## src/rtl/amrb_pkg.sv

```systemverilog
// ----------------------------------------------------------------------------
// amrb_pkg - shared types and constants of the audio mixing ring buffer
// Field widths, register indexes, function and status codes, and the command
// word that travels from the front end through the queue to the back end.
// ----------------------------------------------------------------------------
package amrb_pkg;

  // configuration port
  localparam int CFG_DATA_W  = 32;
  localparam int CFG_INDEX_W = 2;

  localparam logic [CFG_INDEX_W-1:0] CFG_SAMPLES_PER_FRAME = 2'd0;
  localparam logic [CFG_INDEX_W-1:0] CFG_FRAME_PERIOD      = 2'd1;
  localparam logic [CFG_INDEX_W-1:0] CFG_BUFFER_LENGTH     = 2'd2;
  localparam logic [CFG_INDEX_W-1:0] CFG_START_TIME        = 2'd3;

  // field widths
  localparam int SPF_W    = 13;
  localparam int PERIOD_W = 10;
  localparam int BLEN_W   = 13;
  localparam int TIME_W   = 32;
  localparam int INDEX_W  = 12;
  localparam int NSAMP_W  = 13;
  localparam int FUNC_W   = 2;
  localparam int STATUS_W = 2;

  // register reset values
  localparam logic [SPF_W-1:0]    SPF_RESET    = 13'd80;
  localparam logic [PERIOD_W-1:0] PERIOD_RESET = 10'd10;
  localparam logic [BLEN_W-1:0]   BLEN_RESET   = 13'd800;
  localparam logic [TIME_W-1:0]   START_RESET  = 32'd0;

  // function codes
  localparam logic [FUNC_W-1:0] FUNC_MIX_TIME  = 2'd0;
  localparam logic [FUNC_W-1:0] FUNC_MIX_START = 2'd1;
  localparam logic [FUNC_W-1:0] FUNC_READ      = 2'd2;
  localparam logic [FUNC_W-1:0] FUNC_RESTART   = 2'd3;

  // status codes
  localparam logic [STATUS_W-1:0] STATUS_OK     = 2'd0;
  localparam logic [STATUS_W-1:0] STATUS_LATE   = 2'd1;
  localparam logic [STATUS_W-1:0] STATUS_BEYOND = 2'd2;

  // command queue and divider
  localparam int QUEUE_DEPTH = 2;
  localparam int DIV_W       = 32;
  localparam int DIV_STEP_W  = 6;

  typedef struct packed {
    logic [FUNC_W-1:0]  func;
    logic               idx_bad;
    logic [TIME_W-1:0]  frame_time;
    logic [INDEX_W-1:0] sample_index;
    logic [NSAMP_W-1:0] frame_samples;
  } amrb_cmd_t;

endpackage

```

## src/rtl/amrb_queue.sv

```systemverilog
// ----------------------------------------------------------------------------
// amrb_queue - short command queue
// Decouples the front end from the back end so that each can stall alone.
// ----------------------------------------------------------------------------
module amrb_queue import amrb_pkg::*; #(
  parameter int W = 8
) (
  input  logic         clk,
  input  logic         rst,
  input  logic         in_valid,
  output logic         in_ready,
  input  logic [W-1:0] in_data,
  output logic         out_valid,
  input  logic         out_ready,
  output logic [W-1:0] out_data
);

  localparam int PW = (QUEUE_DEPTH > 1) ? $clog2(QUEUE_DEPTH) : 1;
  localparam int CW = $clog2(QUEUE_DEPTH + 1);

  logic [W-1:0]  slots [QUEUE_DEPTH];
  logic [PW-1:0] wr_ptr;
  logic [PW-1:0] rd_ptr;
  logic [CW-1:0] count;
  logic          push;
  logic          pop;

  assign in_ready  = count != CW'(QUEUE_DEPTH);
  assign out_valid = count != '0;
  assign out_data  = slots[rd_ptr];
  assign push      = in_valid && in_ready;
  assign pop       = out_valid && out_ready;

  // advance pointers and occupancy
  always_ff @(posedge clk) begin
    if (rst) begin
      wr_ptr <= '0;
      rd_ptr <= '0;
      count  <= '0;
    end else begin
      if (push) begin
        wr_ptr <= (wr_ptr == PW'(QUEUE_DEPTH - 1)) ? '0 : wr_ptr + PW'(1);
      end
      if (pop) begin
        rd_ptr <= (rd_ptr == PW'(QUEUE_DEPTH - 1)) ? '0 : rd_ptr + PW'(1);
      end
      if (push && !pop) begin
        count <= count + CW'(1);
      end else if (pop && !push) begin
        count <= count - CW'(1);
      end
    end
  end

  // store the incoming beat
  always_ff @(posedge clk) begin
    if (push) begin
      slots[wr_ptr] <= in_data;
    end
  end

endmodule

```

## config.mk

```make
export PLATFORM = sky130hd
export DESIGN_NAME = amrb_queue
export DESIGN_NICKNAME = d
export VERILOG_FILES = /design/src/rtl/amrb_pkg.sv /design/src/rtl/amrb_queue.sv
export SDC_FILE = /design/constraint.sdc
export NUM_CORES = 1
export LEC_CHECK = 0
export ABC_AREA = 0
export BUFFER_PORTS_ARGS = -buffer_cell sky130_fd_sc_hd__buf_2
export CAP_MARGIN = 20
export CORE_MARGIN = 5
export CORE_UTILIZATION = 52
export DETAILED_ROUTE_END_ITERATION = 12
export PLACE_DENSITY = 0.76
export SLEW_MARGIN = 10
export SYNTH_ARGS = -nofsm -noshare
export SYNTH_HDL_FRONTEND = slang
export SYNTH_SLANG_ARGS = --single-unit
```

## constraint.sdc

```tcl
create_clock -name clk -period 2.5 [get_ports clk]
set_input_delay 0.125 -clock clk [delete_from_list [all_inputs] [get_ports clk]]
set_output_delay 0.125 -clock clk [all_outputs]
set_load 0.03 [all_outputs]
```

# After elaboration in Yosys (flattened, before gate mapping)
# Memory sizes are Yosys's and may differ from the RTL's. A register that Yosys moved wholly into a read port is not among the register bits.
# Index checks and enable logic that the tools add are counted.
[classes] n_addsub=4 n_eq_ne=1 mux=8 reduce_logical=8
[op_table] cell="$mux 1" count=6
[op_table] cell="$logic_and 1x1->1" count=4
[op_table] cell="$mux 2" count=2
[op_table] cell="$reduce_bool 2->1" count=2
[op_table] cell="$add 1x1->1 const B" count=2
[op_table] cell="$add 2x1->2 const B" count=1
[op_table] cell="$logic_not 1->1" count=2
[op_table] cell="$ne 2x2->1 const B" count=1
[op_table] cell="$sub 2x1->2 const B" count=1
[word_totals] register_bits=4 mem_bits_rw=16 inputBits=12 elab_cells=25 mem_count=1
[mem_list] memory="slots" words=2 word_bits=8 rd=1 rd_clocked_by_memory_dff=1 wr=1 line_no="amrb_queue.sv:21" rtl="logic [W-1:0] slots [QUEUE_DEPTH];"

# Depth between registers and ports, before layout
[depth] depth_word=6 mapped_depth=6

# Worst setup path after synthesis
# No wires, ideal clock.
[synth_timing] path_kind="reg2reg" startpoint="register count[0]" endpoint="register count[1]" setup_time_ns=0.070 arrival_ns=1.479 path_slack_ns=0.951 stages_incl_launch_ff=6 path_buffers=0 synth_period_minus_slack_ns=1.549 path_cell_list="dfxtp_1 -> nand2b_4 -> and2_1 -> ha_1 -> or3_1 -> a21oi_1"
[synth_via] elab_chain_len=5
[synth_lines] item="start, declared" line_no="amrb_queue.sv:24" rtl="logic [CW-1:0] count;"
[synth_lines] item="start signal, assigned" line_no="amrb_queue.sv:48" rtl="count <= count + CW'(1);"
[synth_lines] item="start signal, assigned" line_no="amrb_queue.sv:50" rtl="count <= count - CW'(1);"
[synth_lines] item="$ne 2x2->1 *" line_no="amrb_queue.sv:28" rtl="assign in_ready = count != CW'(QUEUE_DEPTH);"
[synth_lines] item="named net in_ready" line_no="amrb_queue.sv:11" rtl="output logic in_ready,"
[synth_lines] item="$logic_and 1x1->1 *" line_no="amrb_queue.sv:31" rtl="assign push = in_valid && in_ready;"
[synth_lines] item="$logic_not 1->1" line_no="amrb_queue.sv:49" rtl="end else if (pop && !push) begin"
[synth_lines] item="$logic_and 1x1->1" line_no="amrb_queue.sv:49"
[synth_lines] item="$reduce_bool 2->1 (no source line)"
# The timed path passes the listed nets; every way through them passes the cells marked *. The select of a mux whose other input is x is not followed.
# A chain may end at the register's enable or synchronous reset.

# Worst setup path in the final report
[layout_timing] startpoint="register count[0]" endpoint="register count[1]"
[layout_via] elab_chain_len=5
[layout_lines] item="parallel branches: the longest is 5 deep, another holds $sub 2x1->2"
# Parallel ways; which one is timed is not known. The select of a mux whose other input is x is not followed.

==> results.py <==
metrics = {
    "global_route": {
        "grt_pass1_wl_um": 2210,
        "globalRouteOverflowTotal": 0,
        "grt_max_degree": 12,
        "grt_pass1_vias": 523,
        "antenna_found_initial": 0,
        "grt_usage_pct": 12.1,
    },
    "sta": {
        "fin_setup_tns_ns": 0,
        "worst_slew_pin_slew_ns": 0.378,
        "finalSetupViolCount": 0,
        "max_freq_mhz": 622,
        "rsz0062_at_grt": "false",
        "fin_crit_ns": 1.61,
        "finClkSkew_ns": 0.00287,
        "slew_headroom_pct": 74.8,
        "slew_violations": 0,
        "hold_violations": 0,
        "final.period_utilization_pct": 64.3,
        "worst_slack_ns": 0.892,
    },
    "setup_path": {
        "critPathCaptureType": "flop",
        "path_max_fanout": 5,
        "worst_path_largest_cell_delay_ns": 0.38,
        "required_ns": 2.73,
        "critPathSlowestCell": "dfxtp_1",
        "critical_path_class": "flop to flop",
        "path_cells": "nand2b_4 > and2_1 > ha_1 > or3_1 > a21oi_1",
        "startpoint_type": "flop",
        "cp.arrival_ns": 1.83,
    },
    "cells_and_area": {
        "nets": 91,
        "layout.cells.most_common": "buf_2",
        "finalCoreUtilization_pct": 66.6,
        "diodes": 0,
        "layout_common_cells": "buf_2, edfxtp_1, mux2_2, dfxtp_1, dlygate4sd3_1",
        "layout-drive-gt1-share_pct": 45.5,
        "syn_to_final_growth_pct": 23.1,
    },
    "clocking": {
        "cts_tree": "built",
        "cts_made_buffers": 3,
        "cts_sinks": 21,
        "cts.path.max_buffers": 2,
        "post-cts-setup-buffers": 0,
        "cts_max_level": 1,
        "clk_latency_ns": 0.29,
        "clk_root_buffer_cell": "clkbuf_4",
        "cts.clk_slew.worst_paths_ns": 0.10,
    },
    "synthesis": {
        "synth_nets": 62,
        "syn_inst": 49,
        "ys_seq_area_share_pct": 72.0,
        "synth.distinct_cells": 17,
        "syn_area_sq_um": 806,
        "synth_area_per_cell_sq_um": 16.4,
        "synth-seq-cells": 21,
        "ys_warn_count": 0,
    },
    "flow_run": {
        "maxCapViolations": 0,
    },
    "detailed_routing": {
        "totalWireLength_um": 1330,
        "wire_per_inst_um": 14.3,
        "antenna_violating_nets_post_route": 0,
        "route.detailed.drc": 0,
        "dr.pass1.iters": 3,
        "viasPerCell": 5.16,
        "vias": 480,
        "drt_iter0_drc": 6,
    },
    "power_and_ir_drop": {
        "vdd_drop_max_v": 0.000678,
        "total_power_w": 0.00102,
        "leakagePower_nw": 0.399,
        "power_density_nw_per_um2": 1020,
    },
    "die": {
        "dieHeight_um": 49.4,
        "die_w_um": 49.4,
        "pin_count": 22,
        "die-area_sq_um": 2440,
        "start_util_pct": 54.1,
        "num_rows": 14,
        "coreArea_sq_um": 1490,
    },
    "placed_design": {
        "hpwlAfterDp_um": 936,
        "gp_congestion": 0.668,
        "dp_slack_ns": 0.922,
        "port-buffer-count": 21,
    },
    "min_path": {
        "hold_path.class": "input pin to flop",
    },
    "run_status": {
        "status": "complete, no violations",
    },
}
critical path, delay by kind of cell (launching register included):
family / cells / cell delay, ns
AOI/OAI and AO/OA: 1 / 0.15
adders and majority gates: 1 / 0.31
and+or+nand+nor: 3 / 0.71
DFF: 1 / 0.38
logic make-up after synthesis:
family                   synth area share (%)
multiplexers                             11.2
AND/OR/NAND/NOR                          7.14
buffers and inverters                    1.09
AO/OA/AOI/OAI                            3.73
adder cells (fa/ha/maj)                  1.55
flip-flops                               72.1
XOR/XNOR                                 3.26
final cells by class:
| type | count | area (sq um) |
|---|---|---|
| Inverter | 1 | 3.75 |
| Sequential cell | 21 | 581 |
| Multi-Input combinational cell | 26 | 216 |
| Clock buffer | 4 | 26.3 |
| Fill cell | 116 | 497 |
| Tap cell | 16 | 20.0 |
| Timing Repair Buffer | 25 | 145 |
routing by layer:
| layer | track usage [%] | vias to the layer above | routed length, um |
|---|---|---|---|
| met5 | 0 | - | 0 |
| met4 | 8.52 | 0 | 18 |
| li1 | - | 237 | - |
| met2 | 20.4 | 13 | 681 |
| met3 | 3.67 | 2 | 78 |
| met1 | 12.5 | 228 | 553 |
through the flow:
| step | instances | hold slack, ns | instance area (sq um) |
|---|---|---|---|
| global route | 93 | 0.000110 | 992 |
| detailed placement | 85 | 0.317 | 926 |
| global placement | 85 | 0.315 | 926 |
| finish | 93 | 0.0211 | 992 |
| floorplan | 49 | 0.194 | 806 |
| CTS | 89 | 0.00670 | 952 |
sequential cells by signal, summed over array words and instances (netlist names), named ones only:
name and count:
count 2, rd_ptr 1, slots 16, wr_ptr 1
what timing repair did:
item / CTS / global route
hold buffers: 0 / 4
endpoints found under the hold margin: 0 / 8
resized for setup: 0 / 0
synth_stat cells:
cell type | n | area, sq um
edfxtp_1 | 16 | 480
mux2_2 | 8 | 90.1
dfxtp_1 | 5 | 100
nor2_1 | 3 | 11.3
xor2_1 | 3 | 26.3
a21oi_1 | 2 | 10.0
o21ai_0 | 2 | 10.0
a21bo_2 | 1 | 10.0
and2_1 | 1 | 6.26
and3_1 | 1 | 6.26
buf_2 | 1 | 5.00
ha_1 | 1 | 12.5
inv_1 | 1 | 3.75
nand2b_4 | 1 | 13.8
nand3b_1 | 1 | 7.51
or2_2 | 1 | 6.26
or3_1 | 1 | 6.26
power breakdown:
part / switching, W / internal, W
registers: 0.0000499 / 0.000443
logic: 0.000220 / 0.000151
clock network: 0.0000897 / 0.0000619
worst paths after layout:
| kind | from | cells after the start | endpoint | slack, ns |
|---|---|---|---|---|
| worst max-delay path | count[0] | 5 | count[1] | 0.89 |
| worst min register to register | rd_ptr | 2 | rd_ptr | 0.53 |
| worst max register to register | count[0] | 5 | count[1] | 0.89 |
| worst min-delay path | in_data[7] | 1 | slots[1][7] | 0.02 |
(Power assumes the default switching activity.)
