--- config.mk ---
export PLATFORM = sky130hd
export DESIGN_NAME = amrb_front_flat
export DESIGN_NICKNAME = d
export VERILOG_FILES = /design/src/rtl/amrb_pkg.sv /design/src/rtl/amrb_if.sv /design/src/rtl/amrb_front.sv /design/src/flat_wrapper.sv
export SDC_FILE = /design/constraint.sdc
export NUM_CORES = 1
export LEC_CHECK = 0
export BUFFER_PORTS_ARGS = -buffer_cell sky130_fd_sc_hd__buf_4
export CORE_MARGIN = 8
export CORE_UTILIZATION = 43
export CTS_CLUSTER_SIZE = 14
export DETAILED_ROUTE_END_ITERATION = 7
export GPL_TIMING_DRIVEN = 0
export PLACE_DENSITY = 0.85
export SLEW_MARGIN = 20
export SYNTH_ARGS = -nofsm -noshare
export SYNTH_HDL_FRONTEND = slang
export SYNTH_SLANG_ARGS = --single-unit
--- constraint.sdc ---
create_clock -name clk -period 3.65 [get_ports clk]
set_input_delay 0.73 -clock clk [delete_from_list [all_inputs] [get_ports clk]]
set_output_delay 0.73 -clock clk [all_outputs]
set_load 0.03 [all_outputs]
--- src/rtl/amrb_pkg.sv ---
// ----------------------------------------------------------------------------
// amrb_pkg - shared types and constants of the audio mixing ring buffer
// Field widths, register indexes, function and status codes, and the command
// word that travels from the front end through the queue to the back end.
// ----------------------------------------------------------------------------
package amrb_pkg;

  // configuration port
  localparam int CFG_DATA_W  = 32;
  localparam int CFG_INDEX_W = 2;

  localparam logic [CFG_INDEX_W-1:0] CFG_SAMPLES_PER_FRAME = 2'd0;
  localparam logic [CFG_INDEX_W-1:0] CFG_FRAME_PERIOD      = 2'd1;
  localparam logic [CFG_INDEX_W-1:0] CFG_BUFFER_LENGTH     = 2'd2;
  localparam logic [CFG_INDEX_W-1:0] CFG_START_TIME        = 2'd3;

  // field widths
  localparam int SPF_W    = 13;
  localparam int PERIOD_W = 10;
  localparam int BLEN_W   = 13;
  localparam int TIME_W   = 32;
  localparam int INDEX_W  = 12;
  localparam int NSAMP_W  = 13;
  localparam int FUNC_W   = 2;
  localparam int STATUS_W = 2;

  // register reset values
  localparam logic [SPF_W-1:0]    SPF_RESET    = 13'd80;
  localparam logic [PERIOD_W-1:0] PERIOD_RESET = 10'd10;
  localparam logic [BLEN_W-1:0]   BLEN_RESET   = 13'd800;
  localparam logic [TIME_W-1:0]   START_RESET  = 32'd0;

  // function codes
  localparam logic [FUNC_W-1:0] FUNC_MIX_TIME  = 2'd0;
  localparam logic [FUNC_W-1:0] FUNC_MIX_START = 2'd1;
  localparam logic [FUNC_W-1:0] FUNC_READ      = 2'd2;
  localparam logic [FUNC_W-1:0] FUNC_RESTART   = 2'd3;

  // status codes
  localparam logic [STATUS_W-1:0] STATUS_OK     = 2'd0;
  localparam logic [STATUS_W-1:0] STATUS_LATE   = 2'd1;
  localparam logic [STATUS_W-1:0] STATUS_BEYOND = 2'd2;

  // command queue and divider
  localparam int QUEUE_DEPTH = 2;
  localparam int DIV_W       = 32;
  localparam int DIV_STEP_W  = 6;

  typedef struct packed {
    logic [FUNC_W-1:0]  func;
    logic               idx_bad;
    logic [TIME_W-1:0]  frame_time;
    logic [INDEX_W-1:0] sample_index;
    logic [NSAMP_W-1:0] frame_samples;
  } amrb_cmd_t;

endpackage

--- src/rtl/amrb_if.sv ---
// ----------------------------------------------------------------------------
// amrb_if - request and response channels of the audio mixing ring buffer
// Valid/ready channels; a beat moves when valid and ready are both high.
// ----------------------------------------------------------------------------
interface amrb_req_if import amrb_pkg::*; #(parameter int SAMPLE_WIDTH = 16);
  logic                           valid;
  logic                           ready;
  logic [FUNC_W-1:0]              func;
  logic [TIME_W-1:0]              frame_time;
  logic [INDEX_W-1:0]             sample_index;
  logic [NSAMP_W-1:0]             frame_samples;
  logic signed [SAMPLE_WIDTH-1:0] sample_in;

  modport source (output valid, func, frame_time, sample_index, frame_samples, sample_in,
                  input ready);
  modport sink   (input valid, func, frame_time, sample_index, frame_samples, sample_in,
                  output ready);
endinterface


--- src/rtl/amrb_front.sv ---
// ----------------------------------------------------------------------------
// amrb_front - request front end
// Accepts request beats, flags a sample index outside its frame and holds the
// classified command in a register until the queue takes it.
// ----------------------------------------------------------------------------
module amrb_front import amrb_pkg::*; #(
  parameter int SAMPLE_WIDTH = 16
) (
  input  logic                    clk,
  input  logic                    rst,
  amrb_req_if.sink                req,
  output logic                    cmd_valid,
  input  logic                    cmd_ready,
  output amrb_cmd_t               cmd,
  output logic [SAMPLE_WIDTH-1:0] cmd_sample
);

  // take a new beat whenever the stage is empty or drains this cycle
  assign req.ready = !cmd_valid || cmd_ready;

  always_ff @(posedge clk) begin
    if (rst) begin
      cmd_valid <= 1'b0;
    end else if (req.ready) begin
      cmd_valid <= req.valid;
    end
  end

  // classify and hold the payload
  always_ff @(posedge clk) begin
    if (req.valid && req.ready) begin
      cmd.func          <= req.func;
      cmd.idx_bad       <= {1'b0, req.sample_index} >= req.frame_samples;
      cmd.frame_time    <= req.frame_time;
      cmd.sample_index  <= req.sample_index;
      cmd.frame_samples <= req.frame_samples;
      cmd_sample        <= req.sample_in;
    end
  end

endmodule

--- src/flat_wrapper.sv ---
// flat-port wrapper written by rule: the top's interface ports become plain ports
module amrb_front_flat import amrb_pkg::*;
#(
  parameter int SAMPLE_WIDTH = 16
)
  (clk, rst, cmd_valid, cmd_ready, cmd, cmd_sample, req_valid, req_func, req_frame_time, req_sample_index, req_frame_samples, req_sample_in, req_ready);
  amrb_req_if #(.SAMPLE_WIDTH(SAMPLE_WIDTH)) req_i ();
  input  logic clk;
  input  logic rst;
  output logic cmd_valid;
  input  logic cmd_ready;
  output amrb_cmd_t cmd;
  output logic [SAMPLE_WIDTH-1:0] cmd_sample;
  input wire logic [$bits(req_i.valid)-1:0] req_valid;
  input wire logic [$bits(req_i.func)-1:0] req_func;
  input wire logic [$bits(req_i.frame_time)-1:0] req_frame_time;
  input wire logic [$bits(req_i.sample_index)-1:0] req_sample_index;
  input wire logic [$bits(req_i.frame_samples)-1:0] req_frame_samples;
  input wire logic [$bits(req_i.sample_in)-1:0] req_sample_in;
  output wire logic [$bits(req_i.ready)-1:0] req_ready;
  assign req_i.valid = req_valid;
  assign req_i.func = req_func;
  assign req_i.frame_time = req_frame_time;
  assign req_i.sample_index = req_sample_index;
  assign req_i.frame_samples = req_frame_samples;
  assign req_i.sample_in = req_sample_in;
  assign req_ready = req_i.ready;
  amrb_front #(.SAMPLE_WIDTH(SAMPLE_WIDTH)) u_core (.clk(clk), .rst(rst), .req(req_i), .cmd_valid(cmd_valid), .cmd_ready(cmd_ready), .cmd(cmd), .cmd_sample(cmd_sample));
endmodule
# After elaboration in Yosys (flattened, before gate mapping)
# Cells that the tools add are included.
[word_totals] in_bits=79 word_cells=11 output_inout_bits=78 register_bits=77
[op_classes] order_cmp=1 n_reduce_logical=3
[op_table] operator="12-bit by 13-bit greater-or-equal comparator with 1-bit output" n=1
[op_table] operator="1-bit logical AND" n=1
[op_table] operator="1-bit zero test" n=1
[op_table] operator="1-bit logical OR" n=1

# Logic depth before layout (Yosys ltp)
# Gate-level depths: netlist (run 1).
[depth] depth_word=3 depth_mapped=6

# Worst setup path before layout (run 1)
# OpenSTA, ideal clock, no wires.
[synth_timing] path_type="in2reg" start="input port cmd_ready" end="register, netlist name u_core.cmd[0]" cell_stages=2 slack_ps=320 required_ps=3208 arrival_time_ps=2888 path_cell_list="nand2b_1 -> and2_1"
[synth_via] elab_chain_len=2
[synth_lines] element="start: declaration" line_no="flat_wrapper.sv:11" text="input logic cmd_ready;"
[synth_lines] element="1-bit logical OR" line_no="amrb_front.sv:19" text="assign req.ready = !cmd_valid || cmd_ready;"
[synth_lines] element="1-bit logical AND" line_no="amrb_front.sv:31" text="if (req.valid && req.ready) begin"
# No other way between the ends.
# A chain may end at the register's enable or synchronous reset.

# Worst setup path in the final report (run 1)
[layout_timing] start="input port cmd_ready" end="output port req_ready"
[layout_via] elab_chain_len=1
[layout_lines] element="1-bit logical OR" line_no="amrb_front.sv:19"
[layout_lines] element="end: declaration" line_no="flat_wrapper.sv:20" text="output wire logic [$bits(req_i.ready)-1:0] req_ready;"
# No other way between the ends.

==> flow_metrics.tcl, run 1 <==
set metrics [dict create \
    fp.dieW_um 94.1 \
    ant_nets 0 \
    rsz0062_at_grt "false" \
    clkSinkCount 77 \
    cts_made_buffers 9 \
    crit_arrival_ns 1.21 \
    antenna_cells 0 \
    synth_top_cell_by_area "edfxtp_1" \
    grt_max_degree 47 \
    vdd_drop_max_v 0.000250 \
    syn-cell-area_sq_mm 0.00263 \
    nNetsFinal 383 \
    wl_mm 8.26 \
    period_needed_ns 1.94 \
    cts_max_path_buffers 2 \
    relSlewSlack 0.707 \
    synthCells 124 \
    grt_pass1_vias 1833 \
    crit_path_frequent_cell "buf_4" \
    final_common_cell "buf_4" \
    worstPathCellList "buf_4, nand2b_1, buf_4" \
    io_buffers 156 \
    grt_antenna_before_repair 0 \
    synth-xor-area-share 0 \
    max_freq_ghz 0.516 \
    grt_overflow 0 \
    drv_cap 0 \
    initial_core_util 0.443 \
    synth_cell_types 18 \
    drc 0 \
    clkPwrFrac 0.336 \
    place_inst 356 \
    ys_seq_area_frac 0.877 \
    final_cell_mix "buf_4 (156), edfxtp_1 (76), inv_1 (14)" \
    cts_resized 0 \
    synthSimpleGateAreaFrac 0.0200 \
    wl_per_cell_um 22.2 \
    cp_max_fo 3 \
    coreArea_sq_mm 0.00592 \
    p_comb_frac 0.152 \
    cts_tree "done" \
    power.leakage_nw 1.83 \
    die_h_um 94.1 \
    power_switching_share 0.245 \
    rows 28 \
    postCtsHoldBufs 0 \
    fin_ws_ns 1.71 \
    io_pins 157 \
    endpoint_kind "output port" \
    areaGrowthSynthToFinish_pct 57.2 \
    switching_power_mw 0.503 \
    grt_pass1_wl_mm 11.4 \
    dpl.hpwl_mm 6.47 \
    synth-compound-area-share 0.0257 \
    synth_top_area_share 0.869 \
    drv_slew 0 \
    power_density_mw_per_mm2 497 \
    avgSynthCellArea_sq_um 21.2 \
    firstDrtPassIters 4 \
    drive_above_1_share 0.586 \
    crit_slowest_cell "buf_4" \
    place_worst_setup_slack_ns 1.50 \
    p_seq_frac 0.512 \
    synth-seq-cells 77 \
    setup_viol 0 \
    place_area_sq_mm 0.00391 \
    instances_no_fill 372 \
    status "complete, no violations" \
    cts_root_buf "clkbuf_8" \
    finClkSkew_ns 0.0103 \
    place_congestion 0.759 \
    synth_top_family_by_area "adder cells" \
    muxShareOfSynthArea 0 \
    clk_pin_slew_ns 0.08 \
    cpPeakStageDelay_ns 0.19 \
    p_int_mw 1.55 \
    worstMarginPinSlew_ns 0.439 \
    clk_latency_ns 0.35 \
    htree_num_levels 3 \
    hp-class "in -> reg" \
    startpoint_type "input port" \
    synthesis.nets 215 \
    vias 1797 \
    hold_viol 0 \
    required_ns 2.92 \
    synthAdderAreaFrac 0.0572 \
    yosys_warnings 0 \
    viasPerCell 4.83 \
    min_period_over_period 0.531 \
    dieArea_sq_mm 0.00886 \
    postCtsSetupBuffers 0 \
    synth_area_leaders "edfxtp_1 (87%), ha_1 (5.7%), inv_1 (2.0%)" \
    setup.worst_path.class "in -> out" \
    track_usage 0.183 \
    drt_iter0_drc 90 \
    final_area_sq_mm 0.00413 \
]
==> per-stage QoR <==
step	hold slack, ns	util	total power, mW	TNS, ns
floorplan	0.799	-	1.21	0
global placement	0.521	0.657	1.37	-5.02
finish	0.544	0.697	2.05	0
CTS	0.529	0.697	2.07	0
detailed placement	0.552	0.661	1.38	0
global route	0.531	0.697	2.11	0
==> cells in the mapped netlist <==
library cell and count:
nand2b_1 1, and2_1 1, nand3_1 1, a2bb2oi_1 1, inv_1 14, a21o_1 1
o21ai_1 1, nand4_1 1, nand2_1 4, a21oi_1 5, and4b_1 1, ha_1 12
o21ai_0 1, a211oi_1 1, a21oi_2 1, dfxtp_1 1, nor2_1 1, edfxtp_1 76
==> path summary, 6_finish.rpt <==
check | slack [ns] | to | depth (start not counted) | startpoint
max reg2reg | 2.11 | u_core.cmd[21] | 3 | u_core.cmd_valid
min reg2reg | 0.58 | u_core.cmd_valid | 2 | u_core.cmd_valid
min | 0.54 | u_core.cmd_valid | 2 | rst
max | 1.71 | req_ready | 3 | cmd_ready
==> per-layer routing <==
metal / track usage / vias to the layer above / routed length (um)
met2: 0.332 / 118 / 4560
met4: 0.0594 / 0 / 99
met1: 0.183 / 864 / 2780
li1: - / 807 / -
met3: 0.0775 / 8 / 815
met5: 0 / - / 0
==> power groups by stage <==
stage                     Clock, mW  Combinational [mW]  Sequential (mW)
after global placement            0               0.299             1.07
after detailed placement          0               0.313             1.07
after floorplan                   0              0.0407             1.17
after global routing          0.730               0.330             1.05
final                         0.689               0.313             1.05
after CTS                     0.703               0.316             1.05
==> worst max-delay path, delay by kind of cell <==
family                 cells  cell delay [ns]
buffers and inverters      2             0.30
and+or+nand+nor            1             0.18
==> registers in the layout, indices dropped and copies added (netlist names) <==
register and cells:
u_core.cmd_sample 16, u_core.cmd 60, u_core.cmd_valid 1
==> logic make-up after synthesis <==
family / after synthesis
AO/OA/AOI/OAI: 11
AND/OR/NAND/NOR: 10
flip-flops: 77
buffers and inverters: 14
adder cells (fa/ha/maj): 12
==> final cells by class <==
cell class              count  area [sq um]
flip-flops and latches     77          2300
clock buffers              10           128
well taps                  75          93.8
fillers                   397          1790
repair buffers            157          1190
clock inverters             6          87.6
inverters                  14          52.6
multi-input cells          33           273
No activity file was read; power rests on OpenSTA's default activity.
==> run 2: changes to the inputs <==
Settings changed: CORE_UTILIZATION 43 to 38, PLACE_DENSITY 0.85 to 0.79.
Clock period 3.65 ns to 1.7 ns, I/O delays scaled along.
==> run 2 against run 1 <==
Effect of this change: non-clock buffer count fell by 1; register-to-register slack worse by 2.0 ns; sequential share of layout area is 0.15 points higher; clock power rose by 120%; critical path depth down 1; global-route usage decreased by 5.1 points; clock-buffer cell count unchanged; wire length decreased by 20%; power increased by 110%; utilization fell by 8.8 points; sequential power up 110%; final cell count increased by 1.1%; critical endpoint is now u_core.cmd[15]; highest routed layer unchanged.
==> flow_metrics.tcl, run 2 (synthesis gave the netlist of run 1 again) <==
set metrics [dict create \
    status "complete, no violations" \
    nNetsFinal 382 \
    power.total_mw 4.38 \
    drive_above_1_share 0.588 \
    cts_made_buffers 9 \
    die_h_um 99.1 \
    dr_wl_met2_mm 3.32 \
    endpoint_kind "register" \
    cpPeakStageDelay_ns 0.78 \
    worstHoldStart "rst" \
    startpoint_type "register" \
    highest_layer "met4" \
    viasPerCell 4.52 \
    cts_max_path_buffers 2 \
    grt_pass1_wl_mm 9.80 \
    dieArea_sq_mm 0.00982 \
    clk_pin_slew_ns 0.07 \
    vias 1701 \
    wl_met3_um 933 \
    cts_tree "done" \
    grt_max_degree 77 \
    antenna_cells 0 \
    min_period_over_period 0.941 \
    clkSinkCount 77 \
    crit_start "u_core.cmd_valid" \
    place_congestion 0.689 \
    place_worst_setup_slack_ns -0.0842 \
    cp_max_fo 76 \
    dpl.hpwl_mm 5.09 \
    firstDrtPassIters 4 \
    setup_viol 0 \
    top_regs "u_core.cmd x60, u_core.cmd_sample x16, u_core.cmd_valid x1" \
    largest_reg_flops 60 \
    worstMarginPinSlew_ns 0.967 \
    wl_met1_mm 2.26 \
    grt_overflow 0 \
    postCtsHoldBufs 0 \
    crit_slowest_cell "and2_4" \
    finish.utilization 0.609 \
    final_cell_mix "buf_4 (156), edfxtp_1 (76), inv_1 (14)" \
    fin_ws_ns 0.100 \
    path_buf_inv 0 \
    vdd_drop_max_v 0.000812 \
    track_usage 0.132 \
    hp-class "in -> reg" \
    coreArea_sq_mm 0.00676 \
    worstPathCellList "nand2b_2, and2_4" \
    power.leakage_nw 1.82 \
    drt_iter0_drc 69 \
    grt_pass1_vias 1830 \
    period_needed_ns 1.60 \
    relSlewSlack 0.355 \
    setup.worst_path.class "reg -> reg" \
    io_buffers 156 \
    initial_core_util 0.389 \
    fillers 543 \
    rsz0062_at_grt "false" \
    finClkSkew_ns 0.00600 \
    final_common_cell "buf_4" \
    postCtsSetupBuffers 0 \
    fp.dieW_um 99.1 \
    power_density_mw_per_mm2 1060 \
    required_ns 1.66 \
    critPathTopFamily "simple AND/OR/NAND/NOR gates" \
    fin_setup_tns_ns 0 \
    max_freq_ghz 0.625 \
    wl_per_cell_um 17.6 \
    drv_slew 0 \
    wl_mm 6.60 \
    drc 0 \
    r2r_start "u_core.cmd_valid" \
    grt_antenna_before_repair 0 \
    clk_latency_ns 0.34 \
    rows 30 \
    areaGrowthSynthToFinish_pct 56.8 \
    cts_resized 0 \
    io_pins 157 \
    drv_cap 0 \
    ant_nets 0 \
    cts_root_buf "clkbuf_8" \
    regMostFlops "u_core.cmd" \
    htree_num_levels 3 \
    crit_arrival_ns 1.56 \
    hold_viol 0 \
]
==> run 2: cell type report <==
type	instances	area (sq um)	share of cell area
multi-input combinational	33	275	0.0669
timing repair buffer	156	1170	0.284
clock inverter	6	87.6	0.0213
sequential	77	2300	0.559
tap	80	100	0.0243
clock buffer	10	128	0.0310
inverter	14	52.6	0.0128
==> run 2: through the flow <==
step	hold slack [ns]	cells	instance area, sq um
2_1_floorplan	0.409	124	2630
6_report	0.146	376	4120
4_1_cts	0.126	376	4120
3_5_place_dp	0.498	360	3900
3_3_place_gp	0.483	360	3900
5_1_grt	0.123	376	4120
==> run 2: final timing paths <==
kind                                    endpoint  slack [ns]  depth (start not counted)
worst max-delay path              u_core.cmd[15]        0.10                          2
worst max register to register    u_core.cmd[15]        0.10                          2
worst min-delay path            u_core.cmd_valid        0.15                          2
worst min register to register  u_core.cmd_valid        0.51                          2
==> run 2: power breakdown <==
part           internal, mW  switching [mW]  total (mW)
clock                 0.827           0.662        1.49
sequential             2.22          0.0290        2.25
combinational         0.273           0.372       0.645
==> run 2: metal layers <==
| layer | up-vias | track usage |
|---|---|---|
| li1 | 803 | - |
| met1 | 789 | 0.127 |
| met2 | 100 | 0.221 |
| met3 | 9 | 0.0880 |
| met4 | 0 | 0.0442 |
| met5 | - | 0 |
==> run 3: changes to the inputs <==
Settings changed: CORE_UTILIZATION 38 to 46, PLACE_DENSITY 0.79 to 0.89.
Clock period 1.7 ns to 2 ns, I/O delays scaled along.
==> run 3 against run 2 <==
Effect of this change: register-to-register slack improved by 0.21 ns; largest power group unchanged; wire length up 25%; power down 15%; worst setup slack better by 0.21 ns; final area shrank 0.30%; via count increased by 3.4%; combinational power decreased by 13%; first-iteration DRC count increased by 35%; clock power is 15% lower.
==> flow_metrics.tcl, run 3 (synthesis gave the netlist of run 1 again) <==
set metrics [dict create \
    ant_nets 0 \
    fillers 325 \
    fp.dieW_um 91.5 \
    largest_reg_flops 60 \
    crit_arrival_ns 1.66 \
    clkPwrFrac 0.337 \
    p_comb_frac 0.150 \
    switching_power_mw 0.917 \
    postCtsSetupBuffers 0 \
    cts_max_path_buffers 2 \
    grt_overflow 0 \
    endpoint_kind "register" \
    vdd_drop_max_v 0.000564 \
    rsz0062_at_grt "false" \
    clk_latency_ns 0.34 \
    required_ns 1.97 \
    place_congestion 0.724 \
    drt_iter0_drc 93 \
    postCtsHoldBufs 0 \
    final_common_cell "buf_4" \
    place_inst 352 \
    clk_pin_slew_ns 0.08 \
    io_buffers 156 \
    p_seq_frac 0.514 \
    initial_core_util 0.477 \
    coreArea_sq_mm 0.00551 \
    clkSinkCount 77 \
    nNetsFinal 382 \
    wl_mm 8.28 \
    top_regs "u_core.cmd x60, u_core.cmd_sample x16, u_core.cmd_valid x1" \
    setup.worst_path.class "reg -> reg" \
    drc 0 \
    rows 27 \
    cp_max_fo 76 \
    fin_setup_tns_ns 0 \
    period_needed_ns 1.69 \
    grt_pass1_vias 1840 \
    status "complete, no violations" \
    regMostFlops "u_core.cmd" \
    finClkSkew_ns 0.00615 \
    vias 1759 \
    drive_above_1_share 0.584 \
    p_int_mw 2.82 \
    track_usage 0.197 \
    fin_ws_ns 0.305 \
    hold_viol 0 \
    max_freq_ghz 0.590 \
    die_h_um 91.5 \
    hp-class "in -> reg" \
    areaGrowthSynthToFinish_pct 56.3 \
    dieArea_sq_mm 0.00838 \
    antenna_cells 0 \
    startpoint_type "register" \
    cts_resized 0 \
    relSlewSlack 0.353 \
    instances_no_fill 368 \
    final_cell_mix "buf_4 (156), edfxtp_1 (76), inv_1 (14)" \
    cts_tree "done" \
    hold_slack_ns 0.222 \
    grt_pass1_wl_mm 12.0 \
    wl_per_cell_um 22.5 \
    setup_viol 0 \
    viasPerCell 4.78 \
    cts_root_buf "clkbuf_8" \
    min_period_over_period 0.847 \
    place_worst_setup_slack_ns 0.131 \
    power_switching_share 0.246 \
    grt_antenna_before_repair 0 \
    cts_made_buffers 9 \
    firstDrtPassIters 4 \
    dpl.hpwl_mm 6.41 \
    worstMarginPinSlew_ns 0.970 \
    io_pins 157 \
    htree_num_levels 3 \
    grt_max_degree 77 \
    drv_slew 0 \
    power_density_mw_per_mm2 910 \
    power.leakage_nw 1.81 \
    drv_cap 0 \
]
## run 3: cell types whose count changed in the layout (fill, tap and decap cells not counted), sizes merged
cell and delta:
clkinv -3, clkinvlp +3
## run 3: through the flow
stage	cell area, sq um	power, mW	util
global placement	3890	2.49	0.706
global route	4100	3.86	0.745
floorplan	2630	2.21	-
detailed placement	3890	2.52	0.706
CTS	4100	3.76	0.745
finish	4100	3.74	0.745
## run 3: power groups by stage
stage               registers (mW)  clock network [mW]  logic (mW)
global route                  1.93                1.34       0.591
finish                        1.92                1.26       0.560
global placement              1.94                   0       0.544
CTS                           1.92                1.27       0.566
detailed placement            1.95                   0       0.562
floorplan                     2.14                   0      0.0756
## run 3: final timing paths
check / startpoint / end / slack (ns) / depth (start not counted)
max reg2reg: u_core.cmd_valid / u_core.cmd[23] / 0.31 / 2
min: rst / u_core.cmd_valid / 0.22 / 2
max: u_core.cmd_valid / u_core.cmd[23] / 0.31 / 2
min reg2reg: u_core.cmd_valid / u_core.cmd_valid / 0.62 / 2
## run 3: layout make-up
type	instances	area, sq um	share of cell area
Inverter	14	52.6	0.0128
Clock buffer	10	128	0.0311
Sequential cell	77	2300	0.561
Clock inverter	6	87.6	0.0213
Tap cell	72	90.1	0.0220
Timing Repair Buffer	156	1170	0.285
Multi-Input combinational cell	33	273	0.0665
## run 3: critical path, stage by stage, from the launching register on
cell and delay, ns:
dfxtp_1 0.32, nand2b_1 0.15, and2_4 0.80
## run 3: per-layer routing
layer / up-vias / GRT usage / wire [um]
met5: - / 0 / 0
met4: 0 / 0.0709 / 161
met3: 12 / 0.0971 / 779
met2: 108 / 0.349 / 4430
met1: 833 / 0.194 / 2910
li1: 806 / - / -
